**src/sv/kway_merge_of_sorted_runs_top_macros.svh**
```systemverilog
// Assertion macros for the k-way merge engine.
// Included by the top level; no other dependencies.
`ifndef KWAY_MERGE_OF_SORTED_RUNS_TOP_MACROS_SVH
`define KWAY_MERGE_OF_SORTED_RUNS_TOP_MACROS_SVH
`ifndef SYNTH
`define KMRG_ASSERT_IMP(lbl, clk, rst_n, ante, cons) \
  lbl: assert property (@(posedge clk) disable iff (!rst_n) (ante) |-> (cons)) \
    else $error("kmrg assertion failed");
`define KMRG_ASSERT_NXT(lbl, clk, rst_n, ante, cons) \
  lbl: assert property (@(posedge clk) disable iff (!rst_n) (ante) |=> (cons)) \
    else $error("kmrg assertion failed");
`else
`define KMRG_ASSERT_IMP(lbl, clk, rst_n, ante, cons)
`define KMRG_ASSERT_NXT(lbl, clk, rst_n, ante, cons)
`endif
`endif

```
**src/sv/kmrg_pkg.sv**
```systemverilog
// Shared constants, command codes and control types of the k-way merge engine.
// No dependencies.
package kmrg_pkg;

  localparam int MAX_RUNS = 16;
  localparam int RUN_W    = $clog2(MAX_RUNS);
  localparam int CNT_W    = $clog2(MAX_RUNS + 1);
  localparam int CMD_W    = 2;
  localparam int IDX_W    = 4;
  localparam int VAL_W    = 64;

  localparam logic [CMD_W-1:0] CMD_LOAD   = 2'd0;
  localparam logic [CMD_W-1:0] CMD_START  = 2'd1;
  localparam logic [CMD_W-1:0] CMD_REFILL = 2'd2;

  typedef struct packed {
    logic             wr_head;
    logic             set_act;
    logic             clr_act;
    logic             sel_pending;
    logic             scan_init;
    logic             rd_en;
    logic [RUN_W-1:0] rd_addr;
    logic             emit;
  } kmrg_cmd_t;

  typedef struct packed {
    logic pend_active;
    logic out_busy;
  } kmrg_sts_t;

endpackage

```
**src/sv/kmrg_ifs.sv**
```systemverilog
// Valid/ready channel interfaces for the merge engine input and result beats.
// Depends on kmrg_pkg.
interface kmrg_in_if;
  import kmrg_pkg::*;
  logic             valid;
  logic             ready;
  logic [CMD_W-1:0] cmd;
  logic [IDX_W-1:0] run_index;
  logic [VAL_W-1:0] value;
  logic             has_value;
  modport source (output valid, cmd, run_index, value, has_value, input ready);
  modport sink (input valid, cmd, run_index, value, has_value, output ready);
endinterface

interface kmrg_out_if;
  import kmrg_pkg::*;
  logic             valid;
  logic             ready;
  logic [VAL_W-1:0] out_value;
  logic [IDX_W-1:0] source_run;
  logic             done_res;
  modport source (output valid, out_value, source_run, done_res, input ready);
  modport sink (input valid, out_value, source_run, done_res, output ready);
endinterface

```
**src/sv/kmrg_ram.sv**
```systemverilog
// Generic single-write, single-read RAM with a registered read port.
// No dependencies.
module kmrg_ram #(
  parameter int WIDTH = 64,
  parameter int DEPTH = 16
) (
  input  logic                     clk,
  input  logic                     we,
  input  logic [$clog2(DEPTH)-1:0] waddr,
  input  logic [WIDTH-1:0]         wdata,
  input  logic                     re,
  input  logic [$clog2(DEPTH)-1:0] raddr,
  output logic [WIDTH-1:0]         rdata
);
  logic [WIDTH-1:0] mem_r [DEPTH];
  logic [WIDTH-1:0] rdata_r;

  always_ff @(posedge clk) begin
    if (we) begin
      mem_r[waddr] <= wdata;
    end
    if (re) begin
      rdata_r <= mem_r[raddr];
    end
  end

  assign rdata = rdata_r;
endmodule

```
**src/sv/kmrg_dp.sv**
```systemverilog
// Datapath of the merge engine: head memory, active bits, running minimum,
// pending run and the result register. Depends on kmrg_pkg and kmrg_ram.
module kmrg_dp (
  input  logic                       clk,
  input  logic                       rst_n,
  input  kmrg_pkg::kmrg_cmd_t        cmd,
  input  logic [kmrg_pkg::IDX_W-1:0] in_run_index,
  input  logic [kmrg_pkg::VAL_W-1:0] in_value,
  input  logic                       out_ready,
  output kmrg_pkg::kmrg_sts_t        sts,
  output logic                       out_valid,
  output logic [kmrg_pkg::VAL_W-1:0] out_value,
  output logic [kmrg_pkg::IDX_W-1:0] source_run,
  output logic                       done_res
);
  import kmrg_pkg::*;

  logic [MAX_RUNS-1:0] active_r, active_nxt;
  logic [RUN_W-1:0]    pending_r, pending_nxt;
  logic                cmp_vld_r;
  logic [RUN_W-1:0]    cmp_idx_r;
  logic                found_r, found_nxt;
  logic [RUN_W-1:0]    best_idx_r, best_idx_nxt;
  logic [VAL_W-1:0]    best_val_r, best_val_nxt;
  logic                out_valid_r, out_valid_nxt;
  logic [VAL_W-1:0]    out_value_r;
  logic [IDX_W-1:0]    source_run_r;
  logic                done_r;
  logic [RUN_W-1:0]    wr_addr;
  logic [VAL_W-1:0]    rd_data;
  logic                take;

  assign wr_addr = cmd.sel_pending ? pending_r : RUN_W'(in_run_index);

  kmrg_ram #(.WIDTH(VAL_W), .DEPTH(MAX_RUNS)) u_heads (
    .clk   (clk),
    .we    (cmd.wr_head),
    .waddr (wr_addr),
    .wdata (in_value),
    .re    (cmd.rd_en),
    .raddr (cmd.rd_addr),
    .rdata (rd_data)
  );

  always_comb begin
    active_nxt = active_r;
    if (cmd.set_act) begin
      active_nxt[wr_addr] = 1'b1;
    end
    if (cmd.clr_act) begin
      active_nxt[wr_addr] = 1'b0;
    end
  end

  // One comparator walks the heads; strict less-than keeps the lowest index on ties.
  assign take = cmp_vld_r && active_r[cmp_idx_r] && (!found_r || rd_data < best_val_r);

  always_comb begin
    found_nxt    = found_r;
    best_idx_nxt = best_idx_r;
    best_val_nxt = best_val_r;
    if (cmd.scan_init) begin
      found_nxt = 1'b0;
    end else if (take) begin
      found_nxt    = 1'b1;
      best_idx_nxt = cmp_idx_r;
      best_val_nxt = rd_data;
    end
  end

  assign pending_nxt = (cmd.emit && found_r) ? best_idx_r : pending_r;

  always_comb begin
    out_valid_nxt = out_valid_r;
    if (cmd.emit) begin
      out_valid_nxt = 1'b1;
    end else if (out_ready) begin
      out_valid_nxt = 1'b0;
    end
  end

  always_ff @(posedge clk) begin
    if (!rst_n) begin
      active_r    <= '0;
      pending_r   <= '0;
      cmp_vld_r   <= 1'b0;
      found_r     <= 1'b0;
      out_valid_r <= 1'b0;
    end else begin
      active_r    <= active_nxt;
      pending_r   <= pending_nxt;
      cmp_vld_r   <= cmd.rd_en;
      found_r     <= found_nxt;
      out_valid_r <= out_valid_nxt;
    end
  end

  always_ff @(posedge clk) begin
    cmp_idx_r  <= cmd.rd_addr;
    best_idx_r <= best_idx_nxt;
    best_val_r <= best_val_nxt;
    if (cmd.emit) begin
      out_value_r  <= found_r ? best_val_r : '0;
      source_run_r <= found_r ? IDX_W'(best_idx_r) : '0;
      done_r       <= !found_r;
    end
  end

  assign sts.pend_active = active_r[pending_r];
  assign sts.out_busy    = out_valid_r && !out_ready;

  assign out_valid  = out_valid_r;
  assign out_value  = out_value_r;
  assign source_run = source_run_r;
  assign done_res   = done_r;
endmodule

```
**src/sv/kmrg_ctrl.sv**
```systemverilog
// Controller of the merge engine: decodes accepted beats, sequences the head
// scan and hands the result to the output register. Depends on kmrg_pkg.
module kmrg_ctrl (
  input  logic                       clk,
  input  logic                       rst_n,
  input  logic                       in_valid,
  input  logic [kmrg_pkg::CMD_W-1:0] in_cmd,
  input  logic [kmrg_pkg::IDX_W-1:0] in_run_index,
  input  logic                       in_has_value,
  input  kmrg_pkg::kmrg_sts_t        sts,
  output logic                       in_ready,
  output kmrg_pkg::kmrg_cmd_t        cmd
);
  import kmrg_pkg::*;

  localparam logic [1:0] ST_IDLE = 2'd0;
  localparam logic [1:0] ST_SCAN = 2'd1;
  localparam logic [1:0] ST_EMIT = 2'd2;

  logic [1:0]       state_r, state_nxt;
  logic [CNT_W-1:0] cnt_r, cnt_nxt;
  logic             acc;
  logic             run_ok;

  assign in_ready = (state_r == ST_IDLE);
  assign acc      = in_valid && in_ready;
  assign run_ok   = (32'(in_run_index) < MAX_RUNS);

  always_comb begin
    state_nxt = state_r;
    cnt_nxt   = cnt_r;
    cmd       = '0;
    unique case (state_r)
      ST_IDLE: begin
        if (acc) begin
          unique case (in_cmd)
            CMD_LOAD: begin
              cmd.wr_head = run_ok;
              cmd.set_act = run_ok;
            end
            CMD_START: begin
              cmd.scan_init = 1'b1;
              cnt_nxt       = '0;
              state_nxt     = ST_SCAN;
            end
            CMD_REFILL: begin
              // A refill touches the pending run only while that run is active.
              cmd.sel_pending = 1'b1;
              cmd.wr_head     = sts.pend_active && in_has_value;
              cmd.clr_act     = sts.pend_active && !in_has_value;
              cmd.scan_init   = 1'b1;
              cnt_nxt         = '0;
              state_nxt       = ST_SCAN;
            end
            default: begin
            end
          endcase
        end
      end
      ST_SCAN: begin
        // Compares run in the cycle after each read, so a last step issues no read.
        cmd.rd_en   = (cnt_r < CNT_W'(MAX_RUNS));
        cmd.rd_addr = cnt_r[RUN_W-1:0];
        cnt_nxt     = cnt_r + CNT_W'(1);
        if (cnt_r == CNT_W'(MAX_RUNS)) begin
          state_nxt = ST_EMIT;
        end
      end
      ST_EMIT: begin
        if (!sts.out_busy) begin
          cmd.emit  = 1'b1;
          state_nxt = ST_IDLE;
        end
      end
      default: begin
        state_nxt = ST_IDLE;
      end
    endcase
  end

  always_ff @(posedge clk) begin
    if (!rst_n) begin
      state_r <= ST_IDLE;
      cnt_r   <= '0;
    end else begin
      state_r <= state_nxt;
      cnt_r   <= cnt_nxt;
    end
  end
endmodule

```
**src/sv/kway_merge_of_sorted_runs_top.sv**
```systemverilog
// K-way merge engine: one head per run; a load beat is taken in the idle state, while a start
// or refill beat scans every head and then emits a result beat, using a single
// comparator walking the head memory through its one read port. A new beat is
// accepted as soon as the previous result is registered, even while that result
// still waits on the output side.
// Depends on kmrg_pkg, kmrg_ifs, kmrg_ctrl, kmrg_dp and the assertion macro header.
module kway_merge_of_sorted_runs_top (
  input  logic       clk,
  input  logic       rst_n,
  kmrg_in_if.sink    in_ch,
  kmrg_out_if.source out_ch
);
  import kmrg_pkg::*;

  `include "kway_merge_of_sorted_runs_top_macros.svh"

  kmrg_cmd_t ctl_cmd;
  kmrg_sts_t dp_sts;

  kmrg_ctrl u_ctrl (
    .clk          (clk),
    .rst_n        (rst_n),
    .in_valid     (in_ch.valid),
    .in_cmd       (in_ch.cmd),
    .in_run_index (in_ch.run_index),
    .in_has_value (in_ch.has_value),
    .sts          (dp_sts),
    .in_ready     (in_ch.ready),
    .cmd          (ctl_cmd)
  );

  kmrg_dp u_dp (
    .clk          (clk),
    .rst_n        (rst_n),
    .cmd          (ctl_cmd),
    .in_run_index (in_ch.run_index),
    .in_value     (in_ch.value),
    .out_ready    (out_ch.ready),
    .sts          (dp_sts),
    .out_valid    (out_ch.valid),
    .out_value    (out_ch.out_value),
    .source_run   (out_ch.source_run),
    .done_res     (out_ch.done_res)
  );

  `KMRG_ASSERT_IMP(a_emit_slot_free, clk, rst_n, ctl_cmd.emit, !dp_sts.out_busy)
  `KMRG_ASSERT_NXT(a_emit_shows, clk, rst_n, ctl_cmd.emit, out_ch.valid)
  `KMRG_ASSERT_IMP(a_scan_no_accept, clk, rst_n, ctl_cmd.rd_en, !in_ch.ready)
  `KMRG_ASSERT_IMP(a_done_zero, clk, rst_n, out_ch.valid && out_ch.done_res, out_ch.out_value == '0 && out_ch.source_run == '0)
endmodule

```
**src/flat_wrapper.sv**
```systemverilog
// flat-port wrapper written by rule: the top's interface ports become plain ports
module kway_merge_of_sorted_runs_top_flat import kmrg_pkg::*;
  (clk, rst_n, in_ch_valid, in_ch_cmd, in_ch_run_index, in_ch_value, in_ch_has_value, in_ch_ready, out_ch_valid, out_ch_out_value, out_ch_source_run, out_ch_done_res, out_ch_ready);
  kmrg_in_if in_ch_i ();
  kmrg_out_if out_ch_i ();
  input  logic clk;
  input  logic rst_n;
  input wire logic [$bits(in_ch_i.valid)-1:0] in_ch_valid;
  input wire logic [$bits(in_ch_i.cmd)-1:0] in_ch_cmd;
  input wire logic [$bits(in_ch_i.run_index)-1:0] in_ch_run_index;
  input wire logic [$bits(in_ch_i.value)-1:0] in_ch_value;
  input wire logic [$bits(in_ch_i.has_value)-1:0] in_ch_has_value;
  output wire logic [$bits(in_ch_i.ready)-1:0] in_ch_ready;
  output wire logic [$bits(out_ch_i.valid)-1:0] out_ch_valid;
  output wire logic [$bits(out_ch_i.out_value)-1:0] out_ch_out_value;
  output wire logic [$bits(out_ch_i.source_run)-1:0] out_ch_source_run;
  output wire logic [$bits(out_ch_i.done_res)-1:0] out_ch_done_res;
  input wire logic [$bits(out_ch_i.ready)-1:0] out_ch_ready;
  assign in_ch_i.valid = in_ch_valid;
  assign in_ch_i.cmd = in_ch_cmd;
  assign in_ch_i.run_index = in_ch_run_index;
  assign in_ch_i.value = in_ch_value;
  assign in_ch_i.has_value = in_ch_has_value;
  assign in_ch_ready = in_ch_i.ready;
  assign out_ch_valid = out_ch_i.valid;
  assign out_ch_out_value = out_ch_i.out_value;
  assign out_ch_source_run = out_ch_i.source_run;
  assign out_ch_done_res = out_ch_i.done_res;
  assign out_ch_i.ready = out_ch_ready;
  kway_merge_of_sorted_runs_top u_core (.clk(clk), .rst_n(rst_n), .in_ch(in_ch_i), .out_ch(out_ch_i));
endmodule
```
**config.mk**
```make
export PLATFORM = sky130hd
export DESIGN_NAME = kway_merge_of_sorted_runs_top_flat
export DESIGN_NICKNAME = d
export VERILOG_FILES = /design/src/sv/kmrg_pkg.sv /design/src/sv/kmrg_ifs.sv /design/src/sv/kmrg_ram.sv /design/src/sv/kmrg_dp.sv /design/src/sv/kmrg_ctrl.sv /design/src/sv/kway_merge_of_sorted_runs_top.sv /design/src/flat_wrapper.sv
export VERILOG_INCLUDE_DIRS = /design/src /design/src/sv
export SDC_FILE = /design/constraint.sdc
export NUM_CORES = 2
export LEC_CHECK = 0
export BUFFER_PORTS_ARGS = -buffer_cell sky130_fd_sc_hd__buf_2
export CAP_MARGIN = 40
export CORE_UTILIZATION = 40
export CTS_BUF_LIST = sky130_fd_sc_hd__clkbuf_16
export CTS_CLUSTER_SIZE = 30
export DETAILED_ROUTE_END_ITERATION = 8
export SYNTH_ARGS = -nofsm -noshare
export SYNTH_HDL_FRONTEND = slang
export SYNTH_SLANG_ARGS = --single-unit
```
**constraint.sdc**
```tcl
create_clock -name clk -period 11.65 [get_ports clk]
set_input_delay 2.9125 -clock clk [delete_from_list [all_inputs] [get_ports clk]]
set_output_delay 2.9125 -clock clk [all_outputs]
set_load 0.02 [all_outputs]
```
### Word level (Yosys, flattened, before mapping)

Memory sizes are Yosys's and may differ from the RTL's. A register that Yosys moved wholly into a read port is not among the register bits.
Cells that the tools add are included.

| storage, ports and cells | value |
|---|---|
| bits in writable memories | 1024 |
| logic and storage cells | 86 |
| output and inout port bits | 71 |
| input port bits | 75 |
| flip-flop bits (word level) | 171 |
| memories | 1 |

Memory list:

| name | words | bits a word | read ports | clocked after Yosys merged registers in | write ports | RTL line | source |
|---|---|---|---|---|---|---|---|
| u_core.u_dp.u_heads.mem_r | 16 | 64 | 1 | 1 | 1 | kmrg_ram.sv:15 | `logic [WIDTH-1:0] mem_r [DEPTH];` |

| cells by class | value |
|---|---|
| bitwise gates (word level) | 5 |
| muxes and demuxes | 30 |
| add/sub/neg operators | 1 |
| equal/unequal tests | 9 |
| magnitude comparators | 6 |
| reduce and logical (&&, ||, !) cells | 21 |

Operators by type and width:

| cell | number |
|---|---|
| < comparator 64 bit | 1 |
| 2-to-1 mux 16 bit | 2 |
| 2-to-1 mux 5 bit | 5 |
| bitwise AND 16 bit | 1 |
| inverter 16 bit | 1 |
| OR 16 bit | 1 |
| < comparator 4 x 5 -> 1 bit, second input constant | 3 |
| 2-to-1 mux 1 bit | 11 |
| 2-to-1 mux 2 bit | 5 |
| case mux 5 bit (2 select lines) | 1 |
| binary-select mux 1 bit (select 4 bit) | 2 |
| logical AND 1 bit | 8 |
| inequality test 2 bit, second input constant | 3 |
| case mux 2 bit (3 select lines) | 1 |
| adder 5 x 1 -> 5 bit, second input constant | 1 |
| equality test 5 bit, second input constant | 1 |
| < comparator 5 bit, second input constant | 1 |
| demux 1 bit (select 4 bit) | 1 |
| equality test 2 x 1 -> 1 bit, second input constant | 2 |
| equality test 2 bit, second input constant | 2 |
| greater-or-equal comparator 4 x 1 -> 1 bit, second input constant | 1 |
| logical NOT 2 bit | 2 |
| 2-to-1 mux 4 bit | 1 |
| AND reduction 4 bit | 1 |
| other kinds (9) | 14 |

### Longest topological paths before layout

| logic depth | value |
|---|---|
| depth after elaboration | 15 |
| gate-level depth with buffers | 10 |
| depth with buffers taken out | 8 |

### By module

Synthesis repeated with hierarchy kept, for this count alone.

| unflattened totals | value |
|---|---|
| cells, all modules | 2275 |
| area, all modules | 47929.7 um2 |

By module, submodules not included:

| module | sequential area each (um2) | area each (um2) | times used | cells an instance |
|---|---|---|---|---|
| kmrg_ram | 32671.3 | 40222.3 | 1 | 1647 |
| kmrg_dp | 4654.5 | 7245.7 | 1 | 569 |
| kmrg_ctrl | 140.1 | 461.7 | 1 | 59 |

### Least setup slack after synthesis

Ideal clock, no wire load.

| timing path | value |
|---|---|
| path kind | input-to-reg |
| from | input port in_ch_cmd[0] |
| to | register u_core.u_dp.best_idx_r[0] (enable) |
| setup time | 0.685 ns |
| stages | 4 |
| data required time | 10.965 ns |
| arrival time | 10.338 ns |
| path buffers | 0 |
| slack | 0.626 ns |
| path through | inv_1 > ha_1 > nand3_1 > nor4b_1 |

| on the way | value |
|---|---|
| word-level cells in the longest chain between the ends | 7 |
| elaborated cells on any way between the ends | 8 |
| classes of those cells | eq/ne: 2; mux: 3; bitwise: 1; reduce/logical: 2 |

RTL lines:

| element | RTL line | source |
|---|---|---|
| start: declaration | flat_wrapper.sv:9 | `input wire logic [$bits(in_ch_i.cmd)-1:0] in_ch_cmd;` |
| equality test 2 bit or equality test 2 x 1 -> 1 bit (tied branches) | kmrg_ctrl.sv:36 | `unique case (in_cmd)` |
| OR reduction 2 bit (no line) * | - |  |
| 2-to-1 mux 1 bit * | kmrg_ctrl.sv:36 |  |
| 2-to-1 mux 5 bit * | kmrg_ctrl.sv:35 | `if (acc) begin` |
| 2-to-1 mux 5 bit * | kmrg_ctrl.sv:33 | `unique case (state_r)` |
| inverter 1 bit (no line) * | - |  |
| AND reduction 2 bit (no line) * | - |  |
| end signal: assignment | kmrg_dp.sv:100 | `best_idx_r <= best_idx_nxt;` |
| end: declaration | kmrg_dp.sv:23 | `logic [RUN_W-1:0] best_idx_r, best_idx_nxt;` |

Mark *: on every way between the ends. The rest lies on a longest branch, timed or not.
A chain may end at the register's enable or synchronous reset.

### Worst setup path after layout

| timing path | value |
|---|---|
| from | input port in_ch_cmd[0] |
| to | memory u_core.u_dp.u_heads.mem_r[1][41] (enable) |

| on the way | value |
|---|---|
| word-level cells in the longest chain between the ends | 6 |
| elaborated cells on any way between the ends | 9 |
| classes of those cells | eq/ne: 1; mux: 7; reduce/logical: 1 |

RTL lines:

| element | RTL line | source |
|---|---|---|
| equality test 2 bit or logical NOT 2 bit (tied branches) | kmrg_ctrl.sv:36 |  |
| case mux 1 bit (2 select lines) | kmrg_ctrl.sv:36 |  |
| 2-to-1 mux 5 bit * | kmrg_ctrl.sv:35 |  |
| 2-to-1 mux 5 bit * | kmrg_ctrl.sv:33 |  |
| 2-to-1 mux 1 bit | kmrg_ram.sv:19 | `if (we) begin` |
| 2-to-1 mux 1 bit (not written as such) | kmrg_ram.sv:20 | `mem_r[waddr] <= wdata;` |
| end: declaration | kmrg_ram.sv:15 |  |

Marked as above.

==> results.yml <==
critical_path:
  worstPathArrival_ps: 6150
  worstSetupPathType: "in2reg"
  end_kind: "register"
  start_kind: "input pin"
  critPathMaxFanout: 45
  crit_required_ps: 12000
worst_hold_path:
  hp-class: "reg2reg"
drt:
  post_drt_wl_per_cell_um: 24.6
  postRouteAntennaNets: 0
  avgViaCountPerCell: 5.41
  via_count: 26389
  drc_errors: 0
  wl_um: 120000
  drt_first_pass_iters: 5
  drtIter0Drc: 2367
status:
  outcome: "finished clean"
place:
  dp_cells: 4644
  dp_hpwl_um: 68000
  port_buffers: 145
  pre_cts_ws_ps: 5090
  place_area_um2: 52600
  gp_congestion: 0.803
power_and_ir_drop:
  p_leak_nw: 18.3
  ir_drop_v: 0.000147
  powerDensity_nw_per_um2: 164
  power.total_mw: 9.30
global_route:
  grt_pass1_wl_um: 176000
  gr-total-overflow: 0
  antenna_found_initial: 13
  grt_use_total: 0.190
  grt_max_degree: 199
  grt_pass1_vias: 26275
clock_tree:
  path_clk_slew_ps: 60
  htreeDepth: 4
  cts_buffers: 133
  postCtsSetupBuffers: 0
  cts_resized: 0
  cts_root_buf: "clkbuf_16"
  cts_num_sinks: 1259
  clk_path_buf_depth: 3
  clock_latency_ps: 750
  holdBufCountCts: 0
  cts_tree: "built"
yosys:
  synth_nets: 3121
  ys.flop_type: "edfxtp_1"
  synth_area_um2: 49800
  synth-seq-cells: 1259
  synth_cells: 2979
  async_flop_share: 0
  ys_seq_area_frac: 0.753
  ys_types: 54
  yosysWarnings: 0
  synth_edf_count: 1225
  syn_area_per_cell_um2: 16.7
floorplanning:
  fp.dieW_um: 355
  ios: 146
  core-area_um2: 123000
  rows: 129
  dieArea_um2: 126000
  start_util: 0.403
  die_h_um: 355
sta:
  final.setup_skew_ps: 46.7
  min_period_ps: 5790
  worst_pin_slew_ps: 1130
  max_freq_ghz: 0.173
  fin_ws_ps: 5860
  hold-worst-slack_ps: 453
  setup_viol: 0
  relSlewSlack: 0.248
  slew_viol_final: 0
  fin_setup_tns_ps: 0
  rsz0062_at_grt: "no"
  period_share: 0.497
  hold_viol: 0
cells_and_area:
  drive_gt1_frac: 0.146
  stdcell_count: 4881
  final_nets: 3284
  postLayoutCellArea_um2: 56700
  syn2layout_area_growth_pct: 13.9
  n_fill_cell: 10506
  fin_util: 0.459
run:
  drv_cap: 0
-- cells in the mapped netlist (3+ instances only) --
cell type  count  share of area
nand2_1      302          0.023
nand3_1       10         0.0010
ha_1          67          0.017
nor2b_1      134          0.017
a311oi_1     128          0.023
nor3_1        67         0.0067
nor2_1       107         0.0081
clkbuf_1      95         0.0072
o21ai_0       16         0.0016
inv_1         73         0.0055
nor4_1         3        0.00038
dfxtp_1       34          0.014
buf_2         44         0.0044
mux4_2        71          0.032
nand2b_1       7        0.00088
buf_1         16         0.0012
nand3b_1       4        0.00060
buf_6         14         0.0032
o221a_1       16         0.0036
a211oi_1     129          0.019
edfxtp_1    1225           0.74
a21oi_1       92         0.0093
nand4_1       14         0.0018
and2_1         9         0.0011
mux2i_1      261          0.053
xor2_1         3        0.00053
-- worst paths after layout --
path	start	end	slack [ps]	depth (start not counted)
worst max-delay path	in_ch_cmd[0]	u_core.u_dp.u_heads.mem_r[1][41]	5860	9
worst max register to register	u_core.u_ctrl.cnt_r[0]	u_core.u_dp.u_heads.rdata[34]	7500	7
worst min-delay path	u_core.u_dp.u_heads.rdata[45]	u_core.u_dp.best_val_r[45]	450	0
worst min register to register	u_core.u_dp.u_heads.rdata[45]	u_core.u_dp.best_val_r[45]	450	0
-- layout make-up --
cell class	instances	area, µm²	share of cell area
clock inverter	99	709	0.0125
tap	1637	2050	0.0361
sequential	1259	37500	0.661
timing repair buffer	199	1380	0.0243
multi-input combinational	1474	11400	0.201
antenna	2	5.00	0.0000883
clock buffer	136	3400	0.0600
inverter	75	297	0.00523
-- power by group --
part / internal, mW / switching [mW] / leakage (nW)
registers: 4.99 / 0.0194 / 11.3
logic: 0.0881 / 0.206 / 4.85
clock network: 2.26 / 1.73 / 2.13
total: 7.34 / 1.96 / 18.3
-- worst max-delay path: stages --
cell       delay, ps
buf_2             90
inv_1             90
ha_1             170
nand4bb_1        420
or3_1            470
o31ai_1          200
nand2_1          250
nor2_4           660
buf_4            850
-- kinds of logic after synthesis --
family          Yosys count  share of synthesized area
compound gates          403                     0.0600
fa+ha+maj                67                     0.0169
buf+inv                 246                     0.0219
mux                     335                     0.0859
flops                  1259                      0.753
xor+xnor                  3                   0.000528
simple gates            666                     0.0616
-- sequential cells by signal (all words and copies together) (netlist names) --
register and flops:
u_core.u_dp.u_heads.mem_r 1024, u_core.u_dp.best_val_r 64, u_core.u_dp.out_value 64, u_core.u_dp.u_heads.rdata 64
u_core.u_dp.active_r 16, u_core.u_ctrl.cnt_r 5, u_core.u_dp.best_idx_r 4, u_core.u_dp.cmp_idx_r 4
u_core.u_dp.pending_r 4, u_core.u_dp.source_run 4, u_core.u_ctrl.state_r 2, u_core.u_dp.cmp_vld_r 1
u_core.u_dp.done_res 1, u_core.u_dp.found_r 1, u_core.u_dp.out_valid 1
-- cell usage in the layout, fill, tap and decap left out, drive strengths merged, types with 34 or more instances in the layout --
master,instances
nor2b,134
a311oi,128
nor3,67
dfxtp,34
a211oi,129
a21oi,92
inv,111
edfxtp,1225
clkbuf,136
buf,199
clkinv,56
mux2i,261
nand2,302
mux4,73
ha,67
nor2,107
-- per-layer routing --
metal | GRT usage | share of wire | vias to the layer above
met5 | 0 | 0.00069 | -
met4 | 0.0569 | 0.024 | 12
met3 | 0.0324 | 0.057 | 194
met2 | 0.311 | 0.49 | 779
met1 | 0.259 | 0.43 | 13419
li1 | - | - | 11985
No activity file was read; power rests on OpenSTA's default activity.
